`config.mk`:
```
export PLATFORM = sky130hd
export DESIGN_NAME = command_frame_parser
export DESIGN_NICKNAME = d
export VERILOG_FILES = /design/src/hw/rtl/cfp_pkg.sv /design/src/hw/rtl/command_frame_parser.sv
export SDC_FILE = /design/constraint.sdc
export NUM_CORES = 1
export LEC_CHECK = 0
export ABC_AREA = 1
export BUFFER_PORTS_ARGS = -buffer_cell sky130_fd_sc_hd__buf_2
export CAP_MARGIN = 20
export CORE_ASPECT_RATIO = 0.5
export CORE_UTILIZATION = 55
export DETAILED_ROUTE_END_ITERATION = 16
export MAX_ROUTING_LAYER = met4
export PLACE_DENSITY = 0.86
export SLEW_MARGIN = 0
export SYNTH_ARGS = -nofsm -noshare
export SYNTH_HDL_FRONTEND = slang
export SYNTH_SLANG_ARGS = --single-unit
```
`constraint.sdc`:
```
create_clock -name i_clk -period 3.76 [get_ports i_clk]
set_input_delay 0.188 -clock i_clk [delete_from_list [all_inputs] [get_ports i_clk]]
set_output_delay 0.188 -clock i_clk [all_outputs]
set_load 0.02 [all_outputs]
```
`src/hw/rtl/cfp_pkg.sv`:
```
// cfp_pkg: mode codes, frame constants and letter decode for the command frame parser
// no dependencies; imported by command_frame_parser
package cfp_pkg;

    // mode codes seen on the result channel
    localparam logic [3:0] MODE_IDLE    = 4'd0;
    localparam logic [3:0] MODE_O       = 4'd1;
    localparam logic [3:0] MODE_B       = 4'd2;
    localparam logic [3:0] MODE_E       = 4'd3;
    localparam logic [3:0] MODE_R       = 4'd4;
    localparam logic [3:0] MODE_P       = 4'd5;
    localparam logic [3:0] MODE_T       = 4'd6;
    localparam logic [3:0] MODE_S       = 4'd7;
    localparam logic [3:0] MODE_J       = 4'd8;
    localparam logic [3:0] MODE_Q       = 4'd9;
    localparam logic [3:0] MODE_DONE    = 4'd10;
    localparam logic [3:0] MODE_COLLECT = 4'd11;

    // frame framing and command codes
    localparam logic [7:0] START_BYTE  = 8'hEE;
    localparam logic [7:0] END_BYTE    = 8'hFF;
    localparam logic [6:0] SUM_MASK    = 7'h7F;
    localparam logic [7:0] FUNC_MOTOR  = 8'h10;
    localparam logic [7:0] INDEX_MOTOR = 8'h01;

    // frame byte positions
    localparam logic [3:0] FRAME_LEN  = 4'd7;
    localparam logic [3:0] LAST_POS   = 4'd6;
    localparam int         STORE_SIZE = 8;

    // letter commands map onto modes 1 to 9, anything else gives idle (no change)
    function automatic logic [3:0] letter_mode(input logic [7:0] b);
        logic [3:0] m;
        case (b)
            8'h4F:   m = MODE_O;
            8'h42:   m = MODE_B;
            8'h45:   m = MODE_E;
            8'h52:   m = MODE_R;
            8'h50:   m = MODE_P;
            8'h54:   m = MODE_T;
            8'h53:   m = MODE_S;
            8'h4A:   m = MODE_J;
            8'h51:   m = MODE_Q;
            default: m = MODE_IDLE;
        endcase
        return m;
    endfunction

endpackage

```
`src/hw/rtl/command_frame_parser.sv`:
```
// a byte accepted into the input register has its result loaded into the result register
// once the result register is free, and o_valid then rises;
// throughput: one byte per cycle, sustained under no stall.
// the decode of each byte and the fixed four-byte checksum sit in one combinational
// stage between the input register and the result register.
// reset (i_rst_n low, synchronous) clears both valid flags, the mode, the byte count and
// the held speed target; the frame byte store is not reset and is always written first.
// command_frame_parser: byte-wise mode decoder and seven-byte command frame checker
// depends on cfp_pkg
module command_frame_parser
    import cfp_pkg::*;
(
    input  logic       i_clk,
    input  logic       i_rst_n,
    // byte channel in
    input  logic       i_valid,
    output logic       o_stall,
    input  logic [7:0] i_rx_byte,
    // result channel out
    output logic       o_valid,
    input  logic       i_stall,
    output logic [3:0] o_mode,
    output logic       o_frame_done,
    output logic       o_frame_ok,
    output logic [7:0] o_frame_index,
    output logic [7:0] o_frame_high,
    output logic [7:0] o_frame_low,
    output logic [7:0] o_frame_func,
    output logic       o_motor_strobe,
    output logic [7:0] o_motor_drive,
    output logic [7:0] o_speed_target
);

    // input register
    logic       r_in_valid;
    logic [7:0] r_in_byte;

    // parser state
    logic [3:0] r_mode, n_mode;
    logic [3:0] r_count, n_count;
    logic [7:0] r_speed, n_speed;
    logic [7:0] r_store [STORE_SIZE];

    // result register
    logic       r_out_valid;
    logic [3:0] r_out_mode;
    logic       r_out_done, n_done;
    logic       r_out_ok, n_ok;
    logic [7:0] r_out_index, r_out_high, r_out_low, r_out_func;
    logic       r_out_strobe, n_strobe;
    logic [7:0] r_out_drive;
    logic [7:0] r_out_speed;

    logic       out_free;
    logic       advance;
    logic       in_take;
    logic       store_wr;
    logic [2:0] store_addr;
    logic [3:0] count_inc;
    logic [9:0] sum;
    logic [3:0] letter;

    // handshake: the result register frees when empty or taken this edge
    assign out_free = !r_out_valid || !i_stall;
    assign advance  = r_in_valid && out_free;
    assign o_stall  = r_in_valid && !out_free;
    assign in_take  = i_valid && !o_stall;

    // per-byte decode and frame check
    always_comb begin
        n_mode     = r_mode;
        n_count    = r_count;
        n_speed    = r_speed;
        n_done     = 1'b0;
        n_ok       = 1'b0;
        n_strobe   = 1'b0;
        store_wr   = 1'b0;
        store_addr = r_count[2:0];
        count_inc  = r_count + 4'd1;
        letter     = letter_mode(r_in_byte);
        // bytes 1 to 4 come from the store; the checksum is over these
        sum = {2'b00, r_store[1]} + {2'b00, r_store[2]}
            + {2'b00, r_store[3]} + {2'b00, r_store[4]};
        if (r_mode == MODE_COLLECT) begin
            store_wr = 1'b1;
            n_count  = count_inc;
            if (r_in_byte == END_BYTE && count_inc == FRAME_LEN) begin
                n_mode = MODE_DONE;
                n_done = 1'b1;
            end
            if (count_inc > FRAME_LEN) begin
                n_count = 4'd0;
                n_mode  = MODE_IDLE;
            end
        end else if (r_in_byte == START_BYTE) begin
            store_wr   = 1'b1;
            store_addr = 3'd0;
            n_count    = 4'd1;
            n_mode     = MODE_COLLECT;
        end else if (letter != MODE_IDLE) begin
            n_mode = letter;
        end
        // the last frame byte is the current one, so it is taken straight from input
        if (n_done) begin
            n_ok = (r_store[0] == START_BYTE) && (r_in_byte == END_BYTE)
                && (r_store[5] == {1'b0, sum[6:0] & SUM_MASK})
                && (r_count == LAST_POS);
            if (n_ok && r_store[4] == FUNC_MOTOR && r_store[1] == INDEX_MOTOR) begin
                n_strobe = 1'b1;
                if (r_store[3] != 8'd0) begin
                    n_speed = r_store[3];
                end
            end
        end
    end

    // input register
    always_ff @(posedge i_clk) begin
        if (!i_rst_n) begin
            r_in_valid <= 1'b0;
        end else if (in_take) begin
            r_in_valid <= 1'b1;
        end else if (advance) begin
            r_in_valid <= 1'b0;
        end
        if (in_take) begin
            r_in_byte <= i_rx_byte;
        end
    end

    // parser state, moves once per processed transaction
    always_ff @(posedge i_clk) begin
        if (!i_rst_n) begin
            r_mode  <= MODE_IDLE;
            r_count <= 4'd0;
            r_speed <= 8'd0;
        end else if (advance) begin
            r_mode  <= n_mode;
            r_count <= n_count;
            r_speed <= n_speed;
        end
    end

    // frame byte store
    always_ff @(posedge i_clk) begin
        if (advance && store_wr) begin
            r_store[store_addr] <= r_in_byte;
        end
    end

    // result register
    always_ff @(posedge i_clk) begin
        if (!i_rst_n) begin
            r_out_valid <= 1'b0;
        end else if (advance) begin
            r_out_valid <= 1'b1;
        end else if (!i_stall) begin
            r_out_valid <= 1'b0;
        end
        if (advance) begin
            r_out_mode   <= n_mode;
            r_out_done   <= n_done;
            r_out_ok     <= n_ok;
            r_out_index  <= n_done ? r_store[1] : 8'd0;
            r_out_high   <= n_done ? r_store[2] : 8'd0;
            r_out_low    <= n_done ? r_store[3] : 8'd0;
            r_out_func   <= n_done ? r_store[4] : 8'd0;
            r_out_strobe <= n_strobe;
            r_out_drive  <= n_strobe ? r_store[2] : 8'd0;
        end
    end

    assign o_valid        = r_out_valid;
    assign o_mode         = r_out_mode;
    assign o_frame_done   = r_out_done;
    assign o_frame_ok     = r_out_ok;
    assign o_frame_index  = r_out_index;
    assign o_frame_high   = r_out_high;
    assign o_frame_low    = r_out_low;
    assign o_frame_func   = r_out_func;
    assign o_motor_strobe = r_out_strobe;
    assign o_motor_drive  = r_out_drive;
    assign o_speed_target = r_out_speed;

    // held speed target travels with the result
    always_ff @(posedge i_clk) begin
        if (advance) begin
            r_out_speed <= n_speed;
        end
    end

    // checks
    a_done_mode: assert property (@(posedge i_clk) disable iff (!i_rst_n)
        o_valid && o_frame_done |-> o_mode == MODE_DONE)
        else $error("frame done without done mode");

    a_strobe_ok: assert property (@(posedge i_clk) disable iff (!i_rst_n)
        o_valid && o_motor_strobe |-> o_frame_ok && o_frame_done)
        else $error("motor strobe from an unchecked frame");

    a_count_range: assert property (@(posedge i_clk) disable iff (!i_rst_n)
        r_count <= FRAME_LEN)
        else $error("byte count out of range");

    a_collect_count: assert property (@(posedge i_clk) disable iff (!i_rst_n)
        r_mode == MODE_COLLECT |-> r_count != 4'd0)
        else $error("collecting with zero count");

    a_speed_hold: assert property (@(posedge i_clk) disable iff (!i_rst_n)
        !$past(advance) && $past(i_rst_n) |-> $stable(r_speed))
        else $error("speed target moved without a transaction");

endmodule

```
==> out/metrics.csv, run 1 <==
stage;metric;value;unit
finish;nFillCells;700;
detailed_routing;drt.antenna.violating_nets;0;
synthesis;synth_area;0.005804;sq mm
clock_network;root_buffer;clkbuf_16;
critical_path;arrival;4200;ps
timing;finalCritPeriodShare;103.5;%
pwr;leakage;3.120;nW
grt;antenna_found_initial;0;
clock_network;clk-insertion-delay-late;420;ps
detailed_routing;viasPerCell;5.297;
detailed_routing;vias;4174;
floorplan;ioPinCount;69;
synthesis;ys_seq_area_share;63.63;%
detailed_routing;first_pass_iters;7;
detailed_routing;post_drt_wl_per_cell;16.61;microns
critical_path;critPathTopFamily;adder cells;
critical_path;worst_setup_path_start_kind;flip-flop;
timing;rsz0062_at_grt;yes;
synthesis;syn_inst;533;
run_status;failed_checks;negative setup slack;
finish;largest_register;r_store;
timing;setup_slack;-132.1;ps
critical_path;critPathKind;flip-flop to flip-flop;
clock_network;cts.clk_slew.worst_paths;60;ps
synthesis;async_flop_share;0;%
detailed_routing;first_iter_violations;411;
critical_path;path_cells;fa_1 > inv_2 > fa_1 > inv_2 > ha_4 > fa_2 > xnor2_2 > buf_4 > nand2_1 > nor2_1 > nand3_1 > nor2_2 > nand3_2 > nor2_8 > nand4_1 > nand2_2 > nand3_2 > nand2_1 > inv_1;
synthesis;synth_flop_cell;edfxtp_1;
timing;finClkSkew;8.779;ps
clock_network;cts_made_buffers;17;
clock_network;cts_sinks;129;
floorplan;core;0.01025;sq mm
critical_path;cp_slowest_cell;fa_1;
detailed_routing;drc;0;
pwr;vdd_drop_max;0.3734;mV
grt;grt_usage;25.55;%
floorplan;die_w;147.3;microns
floorplan;start_util;56.64;%
critical_path;slowest_delay;580;ps
timing;setup_tns;-1448;ps
timing;slew_violations;0;
run_status;status;complete, but fails checks;
detailed_routing;wirelength;13090;microns
place;port_buffers;68;
grt;grt_max_degree;81;
critical_path;crit_fanout;3;
worst_hold_path;min_path_type;input port to flip-flop;
place;pre_cts_slack;-112.9;ps
timing;max_freq;0.2569;GHz
synthesis;syn_avg_cell_area;10.89;sq um
grt;grt-ovfl-total;0;
floorplan;die_y;74.64;microns
timing;setup_violations;16;
synthesis;synth_warnings;0;
critical_path;end_kind;flip-flop;
floorplan;dieArea;0.01099;sq mm
timing;timing_hold_violations_final;0;
synthesis;synthTopCellsByArea;edfxtp_1 (57%), dfxtp_1 (6.2%), nand2_1 (5.9%);
clock_network;clockBufferDepth;2;
finish;syn2layout_area_growth;25.16;%
critical_path;path_buf_inv;4;
place;gp_congestion;0.9243;
finish;layout.nets;668;
job;maxCapViolCount;0;
pwr;powerDensity;458.5;mW/mm^2
finish;drive_gt1_share;25.00;%
grt;grt_pass1_vias;3837;
synthesis;post-synth-top-area-cell;edfxtp_1;
clock_network;tritoncts;yes;
synthesis;syn-num-nets;566;
synthesis;synth_top_area_share;57.43;%
synthesis;synth_edf_count;111;
timing;worst_slew_pin_slew;945.9;ps
grt;grt_pass1_wl;19440;microns
finish;antennaDiodeCount;0;
floorplan;num_rows;26;
synthesis;yosysUniqueCellTypes;39;
critical_path;cp.required;4070;ps
synthesis;ys_seq_elements;129;
timing;slew_headroom;36.94;%
finish;largest_reg_flops;48;
clock_network;ctsHtreeMaxLevel;4;
timing;period_minus_slack;3892;ps
place;dp_hpwl;8470;microns
## where the power goes
group	leakage [nW]	switching (mW)	total [mW]	internal (mW)
Sequential	1.21	0.0323	1.63	1.59
Combinational	1.65	0.0898	0.135	0.0456
Clock	0.263	0.600	1.57	0.969
Total	3.12	0.722	3.33	2.61
## cells in the final DEF (no fill, tap or decap), drive strengths merged
cell	instances
a21oi	14
a31oi	1
and3	1
buf	83
bufinv	2
clkbuf	18
clkinv	8
clkinvlp	5
dfxtp	18
dlygate4sd3	8
edfxtp	111
fa	12
ha	9
inv	89
nand2	98
nand3	25
nand3b	3
nand4	17
nor2	93
nor3	5
nor3b	2
nor4	5
o21ai	9
o22ai	3
xnor2	5
xnor3	1
xor2	3
## metal layers
| metal | wire length, microns | GRT usage (%) |
|---|---|---|
| met3 | 1219 | 7.273 |
| met1 | 5169 | 31.59 |
| met4 | 479 | 10.54 |
| met2 | 6217 | 40.51 |
| met5 | 0 | - |
## repair_timing
item,in CTS,in global routing
endpoints found under the hold margin,8,0
pin swaps,5,23
buffers inserted,6,5
hold buffers,8,0
setup endpoints to repair,22,24
gates resized for setup,8,37
## stage by stage
step | power [mW] | area [sq um] | util (%) | hold WS, ps | std cells
floorplan | 1.725 | 5804 | - | 286.9 | 533
global placement | 1.769 | 6309 | 61.56 | 367.0 | 736
detailed placement | 1.775 | 6309 | 61.56 | 366.3 | 736
CTS | 3.343 | 7069 | 68.99 | 35.94 | 782
global route | 3.432 | 7264 | 70.89 | 69.55 | 788
finish | 3.331 | 7264 | 70.89 | 50.59 | 788
## kinds of logic (layout without fill, tap and decap cells)
group / Yosys count / count (layout) / share of synthesized area, %
simple gates: 249 / 249 / 19.47
fa+ha+maj: 21 / 21 / 6.079
xor+xnor: 9 / 9 / 1.725
flops: 129 / 129 / 63.63
compound gates: 27 / 27 / 2.479
buf+inv: 98 / 213 / 6.618
## path summary, 6_finish.rpt
check	startpoint	endpoint	slack, ps	cells after the start
worst max-delay path	r_store[2][1]$_DFFE_PP_	r_speed[1]$_SDFFE_PN0P_	-130	19
worst min-delay path	i_valid	r_in_valid$_SDFFE_PN0P_	50	3
worst max register to register	r_store[2][1]$_DFFE_PP_	r_speed[1]$_SDFFE_PN0P_	-130	19
worst min register to register	o_valid$_SDFFE_PN0P_	o_valid$_SDFFE_PN0P_	510	2
## worst min-delay path, stage by stage
cell	delay, ps
buf_2	100
nand2_1	70
a21oi_1	60
## cells in the mapped netlist (all sizes together) (9+ instances only)
cell type / instances
edfxtp: 111
nand2: 98
nor2: 93
inv: 88
nand3: 25
dfxtp: 18
nand4: 17
a21oi: 14
fa: 12
ha: 9
o21ai: 9
## layout make-up
cell class | count | area, sq um | area share, %
flip-flops and latches | 129 | 3694 | 50.84
repair buffers | 91 | 585.6 | 8.061
well taps | 140 | 175.2 | 2.411
clock inverters | 14 | 141.4 | 1.946
inverters | 90 | 342.8 | 4.719
clock buffers | 18 | 429.2 | 5.908
multi-input cells | 306 | 1897 | 26.11
Power figures use the tool's default switching activity.
==> inputs of run 2 (changes only) <==
RECOVER_POWER = 100   (was unset)
SETUP_SLACK_MARGIN = 0.02   (was unset)
==> run 2 against run 1 <==
Register-to-register slack improved by 80 ps. Sequential share of layout area increased by 1.8 points. Utilization decreased by 2.4 points. The run still ends with negative setup slack left. Largest power group unchanged. Non-clock buffer count decreased by 2. Clock power about the same. Clock skew increased by 1.2 ps. Largest cell class unchanged. Final cell count decreased by 0.25%. Die area unchanged.
==> out/metrics.csv, run 2 (same netlist as run 1, synthesis figures left out) <==
stage;metric;value;unit;change
pwr;vdd_drop_max;0.3068;mV;-18%
timing;worst_slew_pin_slew;1281;ps;+335.3 ps
critical_path;rrSetupSlack;-50;ps;+80 ps
timing;finalCritPeriodShare;101.3;%;-2.2 points
clock_network;clockBufferDepth;2;;unchanged
finish;nFillCells;759;;+8.4%
floorplan;num_rows;26;;unchanged
finish;largest_register;r_store;;
timing;slew_headroom;14.59;%;-22 points
floorplan;dieArea;0.01099;sq mm;unchanged
place;pre_cts_slack;-112.9;ps;unchanged
run_status;failed_checks;negative setup slack;;
timing;setup_violations;11;;-5
finish;stdcell_area;0.007019;sq mm;-3.4%
timing;hold_ws;44.44;ps;-6.145 ps
detailed_routing;wirelength;12960;microns;-0.99%
detailed_routing;vias;4110;;-1.5%
finish;layout_commonest_cell;edfxtp_1;;
finish;largest_reg_flops;48;;unchanged
finish;syn2layout_area_growth;20.93;%;
worst_hold_path;holdPathEnd;r_in_valid$_SDFFE_PN0P_;;
detailed_routing;viasPerCell;5.229;;-1.3%
detailed_routing;post_drt_wl_per_cell;16.48;microns;-0.74%
critical_path;ff2ff_path_depth;18;;-1
floorplan;core;0.01025;sq mm;unchanged
place;gp_congestion;0.9243;;unchanged
place;port_buffers;68;;unchanged
job;maxCapViolCount;0;;unchanged
pwr;leakage;2.879;nW;-7.7%
floorplan;die_w;147.3;microns;unchanged
finish;final_cell_mix;edfxtp_1 (111), nand2_1 (87), inv_1 (85), nor2_1 (85), clkbuf_1 (59);;
place;dp_hpwl;8470;microns;unchanged
floorplan;start_util;56.64;%;unchanged
grt;grt_usage;25.80;%;+0.24 points
timing;finClkSkew;9.974;ps;+1.196 ps
floorplan;ioPinCount;69;;unchanged
critical_path;worst_setup_path_start_kind;flip-flop;;
grt;grt_max_degree;81;;unchanged
clock_network;cts_made_buffers;17;;unchanged
clock_network;ctsHtreeMaxLevel;4;;unchanged
grt;grt_pass1_vias;3840;;+0.078%
finish;final_util;68.50;%;-2.4 points
finish;layout.nets;666;;-0.30%
critical_path;slowest_delay;580;ps;about the same
critical_path;reg2reg_from;r_store[2][1]$_DFFE_PP_;;
floorplan;die_y;74.64;microns;unchanged
timing;slew_violations;0;;unchanged
worst_hold_path;hold_depth;3;;unchanged
pwr;powerDensity;474.7;mW/mm^2;+3.5%
clock_network;cts_sinks;129;;unchanged
worst_hold_path;holdCritStartpoint;i_valid;;
finish;antennaDiodeCount;0;;unchanged
finish;multi_input_area;0.001765;sq mm;-6.9%
detailed_routing;drc;0;;unchanged
critical_path;end_kind;flip-flop;;
detailed_routing;first_iter_violations;398;;-3.2%
timing;timing_hold_violations_final;0;;unchanged
timing;setup_slack;-48.80;ps;+83.35 ps
grt;grt_pass1_wl;19600;microns;+0.78%
critical_path;arrival;4120;ps;-80 ps
critical_path;critPathKind;flip-flop to flip-flop;;
finish;drive_gt1_share;13.47;%;-12 points
clock_network;root_buffer;clkbuf_16;;
critical_path;path_cells;fa_1 > inv_2 > fa_1 > inv_2 > ha_4 > fa_2 > xnor2_2 > nand2_1 > nor2_1 > nand3_1 > nor2_2 > nand3_2 > nor2_2 > nand4_1 > nand2_2 > nand3_2 > nand2_1 > inv_1;;
clock_network;cts.clk_slew.worst_paths;60;ps;about the same
worst_hold_path;min_path_type;input port to flip-flop;;
timing;rsz0062_at_grt;yes;;
grt;grt-ovfl-total;0;;unchanged
critical_path;crit_fanout;3;;unchanged
place;dpl-instance-area;0.006309;sq mm;unchanged
critical_path;r2r_end;r_speed[1]$_SDFFE_PN0P_;;
clock_network;clk-insertion-delay-late;420;ps;about the same
run_status;status;complete, but fails checks;;
critical_path;cp.required;4080;ps;about the same
timing;max_freq;0.2626;GHz;+2.2%
finish;regArea;0.003694;sq mm;unchanged
detailed_routing;drt.antenna.violating_nets;0;;unchanged
grt;antenna_found_initial;0;;unchanged
timing;period_minus_slack;3809;ps;-83.35 ps
critical_path;cp_slowest_cell;fa_1;;
pwr;p_total;3.332;mW;about the same
detailed_routing;first_pass_iters;7;;unchanged
clock_network;tritoncts;yes;;
## run 2: cell types whose count changed in the layout (fill, tap and decap cells not counted), moves of 2 or more
cell	previous run	this run
buf_2	68	11
nor2_4	8	1
nand3_1	18	20
nand2_1	83	87
nor2_2	5	7
nor2_1	79	85
nand2_4	5	0
nand3_2	6	4
clkbuf_1	1	59
## run 2: timing repair
action | CTS | global route
endpoints found under the setup margin | 24 | 24
pin swaps | 15 | 12
hold buffers | 8 | 0
setup buffers | 8 | 1
resized for setup | 14 | 6
hold endpoints to repair | 8 | 0
## run 2: cell type report
type	count	area share, %
timing repair buffer	89	6.720
sequential	129	52.62
tap	140	2.496
multi-input combinational	306	25.15
clock inverter	14	2.014
clock buffer	18	6.114
inverter	90	4.884
## run 2: worst max path at each step
stage                       startpoint                       to  slack, ps  cells after the start
2_1_floorplan  r_store[4][1]$_DFFE_PP_  r_speed[0]$_SDFFE_PN0P_        320                     18
3_3_place_gp   r_store[3][1]$_DFFE_PP_  r_speed[2]$_SDFFE_PN0P_        140                     19
3_5_place_dp   r_store[3][1]$_DFFE_PP_  r_speed[1]$_SDFFE_PN0P_       -110                     19
4_1_cts        r_store[2][1]$_DFFE_PP_  r_speed[0]$_SDFFE_PN0P_         30                     19
5_1_grt        r_store[2][1]$_DFFE_PP_  r_speed[7]$_SDFFE_PN0P_       -200                     19
6_report       r_store[2][1]$_DFFE_PP_  r_speed[1]$_SDFFE_PN0P_        -50                     18
## run 2: where the power goes
group | internal (mW) | leakage [nW] | switching, mW
Sequential | 1.59 | 1.21 | 0.0312
Clock | 0.969 | 0.263 | 0.612
Combinational | 0.0378 | 1.41 | 0.0881
## run 2: metal layers
layer / part of all wire [%] / track usage [%] / up-vias
li1: - / - / 1950
met1: 42 / 31.78 / 1916
met2: 47 / 41.77 / 200
met3: 8.0 / 6.788 / 44
met4: 3.2 / 10.08 / 0
met5: 0 / - / -
## run 2: through the flow
step                      std cells  TNS, ps
after floorplan                 533        0
after global placement          736        0
after detailed placement        736   -278.7
after CTS                       784        0
after global routing            786    -3565
final                           786   -239.8
## run 2: worst max-delay path: cells and delay by family (launching register included)
family        cells  cell delay [ps]
fa+ha+maj         4             1800
flops             1              420
simple gates     10             1210
xor+xnor          1              130
buf+inv           3              150
==> inputs of run 3 (changes only) <==
CORE_MARGIN = 5   (was unset)
==> run 3 against run 2 <==
The flow still finishes with violations (negative setup slack). Clock-buffer cell count grew 1. Wire length grew 6.7%. Utilization grew 1.6 points. Combinational power grew 5%. First-iteration DRC count shrank 15%. Maximum frequency shrank 1.9%. Sequential power is essentially flat. Final cell count is the same. Non-clock buffer count is the same. Global-route usage shrank 3.9 points.
==> out/metrics.csv, run 3 (same netlist as run 1, synthesis figures left out) <==
stage;metric;value;unit;change
critical_path;path_buf_inv;3;;unchanged
critical_path;path_common_cell;nand3_2;;
critical_path;slowest_delay;560;ps;-20 ps
timing;slew_headroom;38.50;%;+24 points
critical_path;cp_slowest_cell;fa_1;;
run_status;status;complete, but fails checks;;
detailed_routing;first_iter_violations;339;;-15%
timing;setup_violations;5;;-6
place;dp_hpwl;8724;microns;+3.0%
detailed_routing;wirelength;13820;microns;+6.7%
timing;rsz0062_at_grt;yes;;
critical_path;path_cells;fa_1 > inv_1 > fa_1 > inv_2 > ha_4 > fa_2 > xnor2_2 > nand2_1 > nor2_2 > nand3_2 > nor2_2 > nand3_2 > nor2_8 > nand4_1 > nand2_2 > nand3_2 > nand2_2 > inv_2;;
timing;period_minus_slack;3883;ps;+74.42 ps
detailed_routing;post_drt_wl_per_cell;17.58;microns;+6.7%
timing;timing_hold_violations_final;0;;unchanged
finish;layout.nets;666;;unchanged
timing;max_freq;0.2575;GHz;-1.9%
critical_path;end_kind;flip-flop;;
floorplan;core;0.01025;sq mm;unchanged
finish;nFillCells;737;;-2.9%
clock_network;root_buffer;clkbuf_16;;
clock_network;ctsHtreeMaxLevel;4;;unchanged
finish;antennaDiodeCount;0;;unchanged
job;maxCapViolCount;0;;unchanged
pwr;powerDensity;475.9;mW/mm^2;+0.25%
floorplan;num_rows;26;;unchanged
place;gp_congestion;0.9084;;-1.7%
critical_path;crit_fanout;6;;+3
clock_network;cts_made_buffers;17;;unchanged
finish;drive_gt1_share;16.25;%;+2.8 points
timing;setup_tns;-350.0;ps;-110.2 ps
clock_network;cts.clk_slew.worst_paths;60;ps;about the same
grt;grt_max_degree;81;;unchanged
finish;largest_register;r_store;;
grt;grt_pass1_vias;4087;;+6.4%
finish;final_cell_mix;edfxtp_1 (111), inv_1 (84), nand2_1 (83);;
floorplan;die_y;82.64;microns;+11%
critical_path;arrival;4200;ps;+80 ps
critical_path;critPathTopFamily;adder cells;;
run_status;failed_checks;negative setup slack;;
floorplan;start_util;56.64;%;unchanged
detailed_routing;first_pass_iters;5;;-2
detailed_routing;viasPerCell;5.475;;+4.7%
grt;antenna_found_initial;0;;unchanged
clock_network;clockBufferDepth;2;;unchanged
pwr;leakage;2.936;nW;+2.0%
finish;final_util;70.12;%;+1.6 points
timing;worst_slew_pin_slew;922.4;ps;-358.7 ps
critical_path;reg2reg_from;r_store[2][1]$_DFFE_PP_;;
critical_path;worst_setup_path_start_kind;flip-flop;;
timing;finClkSkew;8.486;ps;-1.488 ps
floorplan;dieArea;0.01283;sq mm;+17%
critical_path;cp.required;4070;ps;about the same
floorplan;ioPinCount;69;;unchanged
floorplan;die_w;155.3;microns;+5.4%
worst_hold_path;min_path_type;input port to flip-flop;;
timing;hold_ws;39.28;ps;-5.169 ps
worst_hold_path;holdCritStartpoint;i_valid;;
pwr;vdd_drop_max;0.2907;mV;-5.2%
grt;grt_usage;21.86;%;-3.9 points
pwr;p_total;3.420;mW;+2.6%
timing;slew_violations;0;;unchanged
critical_path;worstSetupStartpoint;r_store[2][1]$_DFFE_PP_;;
critical_path;critPathKind;flip-flop to flip-flop;;
clock_network;clk-insertion-delay-late;420;ps;about the same
timing;finalCritPeriodShare;103.3;%;+2.0 points
detailed_routing;vias;4303;;+4.7%
clock_network;tritoncts;yes;;
timing;setup_slack;-123.2;ps;-74.42 ps
detailed_routing;drc;0;;unchanged
finish;layout_commonest_cell;edfxtp_1;;
grt;grt_pass1_wl;20310;microns;+3.6%
clock_network;cts_sinks;129;;unchanged
detailed_routing;drt.antenna.violating_nets;0;;unchanged
place;pre_cts_slack;-98.21;ps;+14.66 ps
place;port_buffers;68;;unchanged
grt;grt-ovfl-total;0;;unchanged
finish;largest_reg_flops;48;;unchanged
finish;syn2layout_area_growth;23.80;%;
-- run 3: cell types whose count changed in the layout (fill, tap and decap cells not counted), sizes merged --
| cell | change |
|---|---|
| clkinvlp | -1 |
| inv | +1 |
| bufinv | +1 |
| buf | +1 |
| clkinv | -2 |
-- run 3: timing repair --
| action | in CTS | in global routing |
|---|---|---|
| hold buffers | 8 | 0 |
| endpoints found under the hold margin | 8 | 0 |
| gates resized for setup | 9 | 40 |
| setup buffers | 5 | 4 |
| gates cloned | 0 | 0 |
| pin swaps | 8 | 28 |
| endpoints found under the setup margin | 18 | 24 |
-- run 3: cell type report --
cell class / instances / area [sq um] / area share (%)
Clock buffer: 19 / 432.9 / 6.025
Clock inverter: 13 / 161.4 / 2.246
Inverter: 90 / 342.8 / 4.771
Multi-Input combinational cell: 306 / 1897 / 26.40
Sequential cell: 129 / 3694 / 51.40
Tap cell: 140 / 175.2 / 2.438
Timing Repair Buffer: 89 / 483.0 / 6.721
-- run 3: power breakdown --
group	leakage (nW)	switching (mW)	internal (mW)
Combinational	1.45	0.0926	0.0398
Clock	0.280	0.621	1.04
Sequential	1.21	0.0314	1.59
Total	2.94	0.745	2.68
-- run 3: routing by layer --
layer  track usage [%]  part of all wire (%)
met1             26.77                    41
met2             35.67                    47
met3             6.559                   9.6
met4             7.162                   2.8
met5                 -                     0
-- run 3: final timing paths --
| kind | slack (ps) | endpoint | depth (start not counted) |
|---|---|---|---|
| hold / removal | 40 | r_in_valid$_SDFFE_PN0P_ | 3 |
| setup reg to reg | -120 | r_speed[1]$_SDFFE_PN0P_ | 18 |
| hold reg to reg | 520 | o_valid$_SDFFE_PN0P_ | 2 |
| setup / recovery | -120 | r_speed[1]$_SDFFE_PN0P_ | 18 |
-- run 3: worst min-delay path, stage by stage --
cell and delay, ps:
buf_2 90, nand2_1 70, a21oi_1 60
-- run 3: stage by stage --
step | area [sq um] | std cells
5_1_grt | 7186 | 786
3_3_place_gp | 6309 | 736
4_1_cts | 7064 | 781
3_5_place_dp | 6309 | 736
2_1_floorplan | 5804 | 533
6_report | 7186 | 786
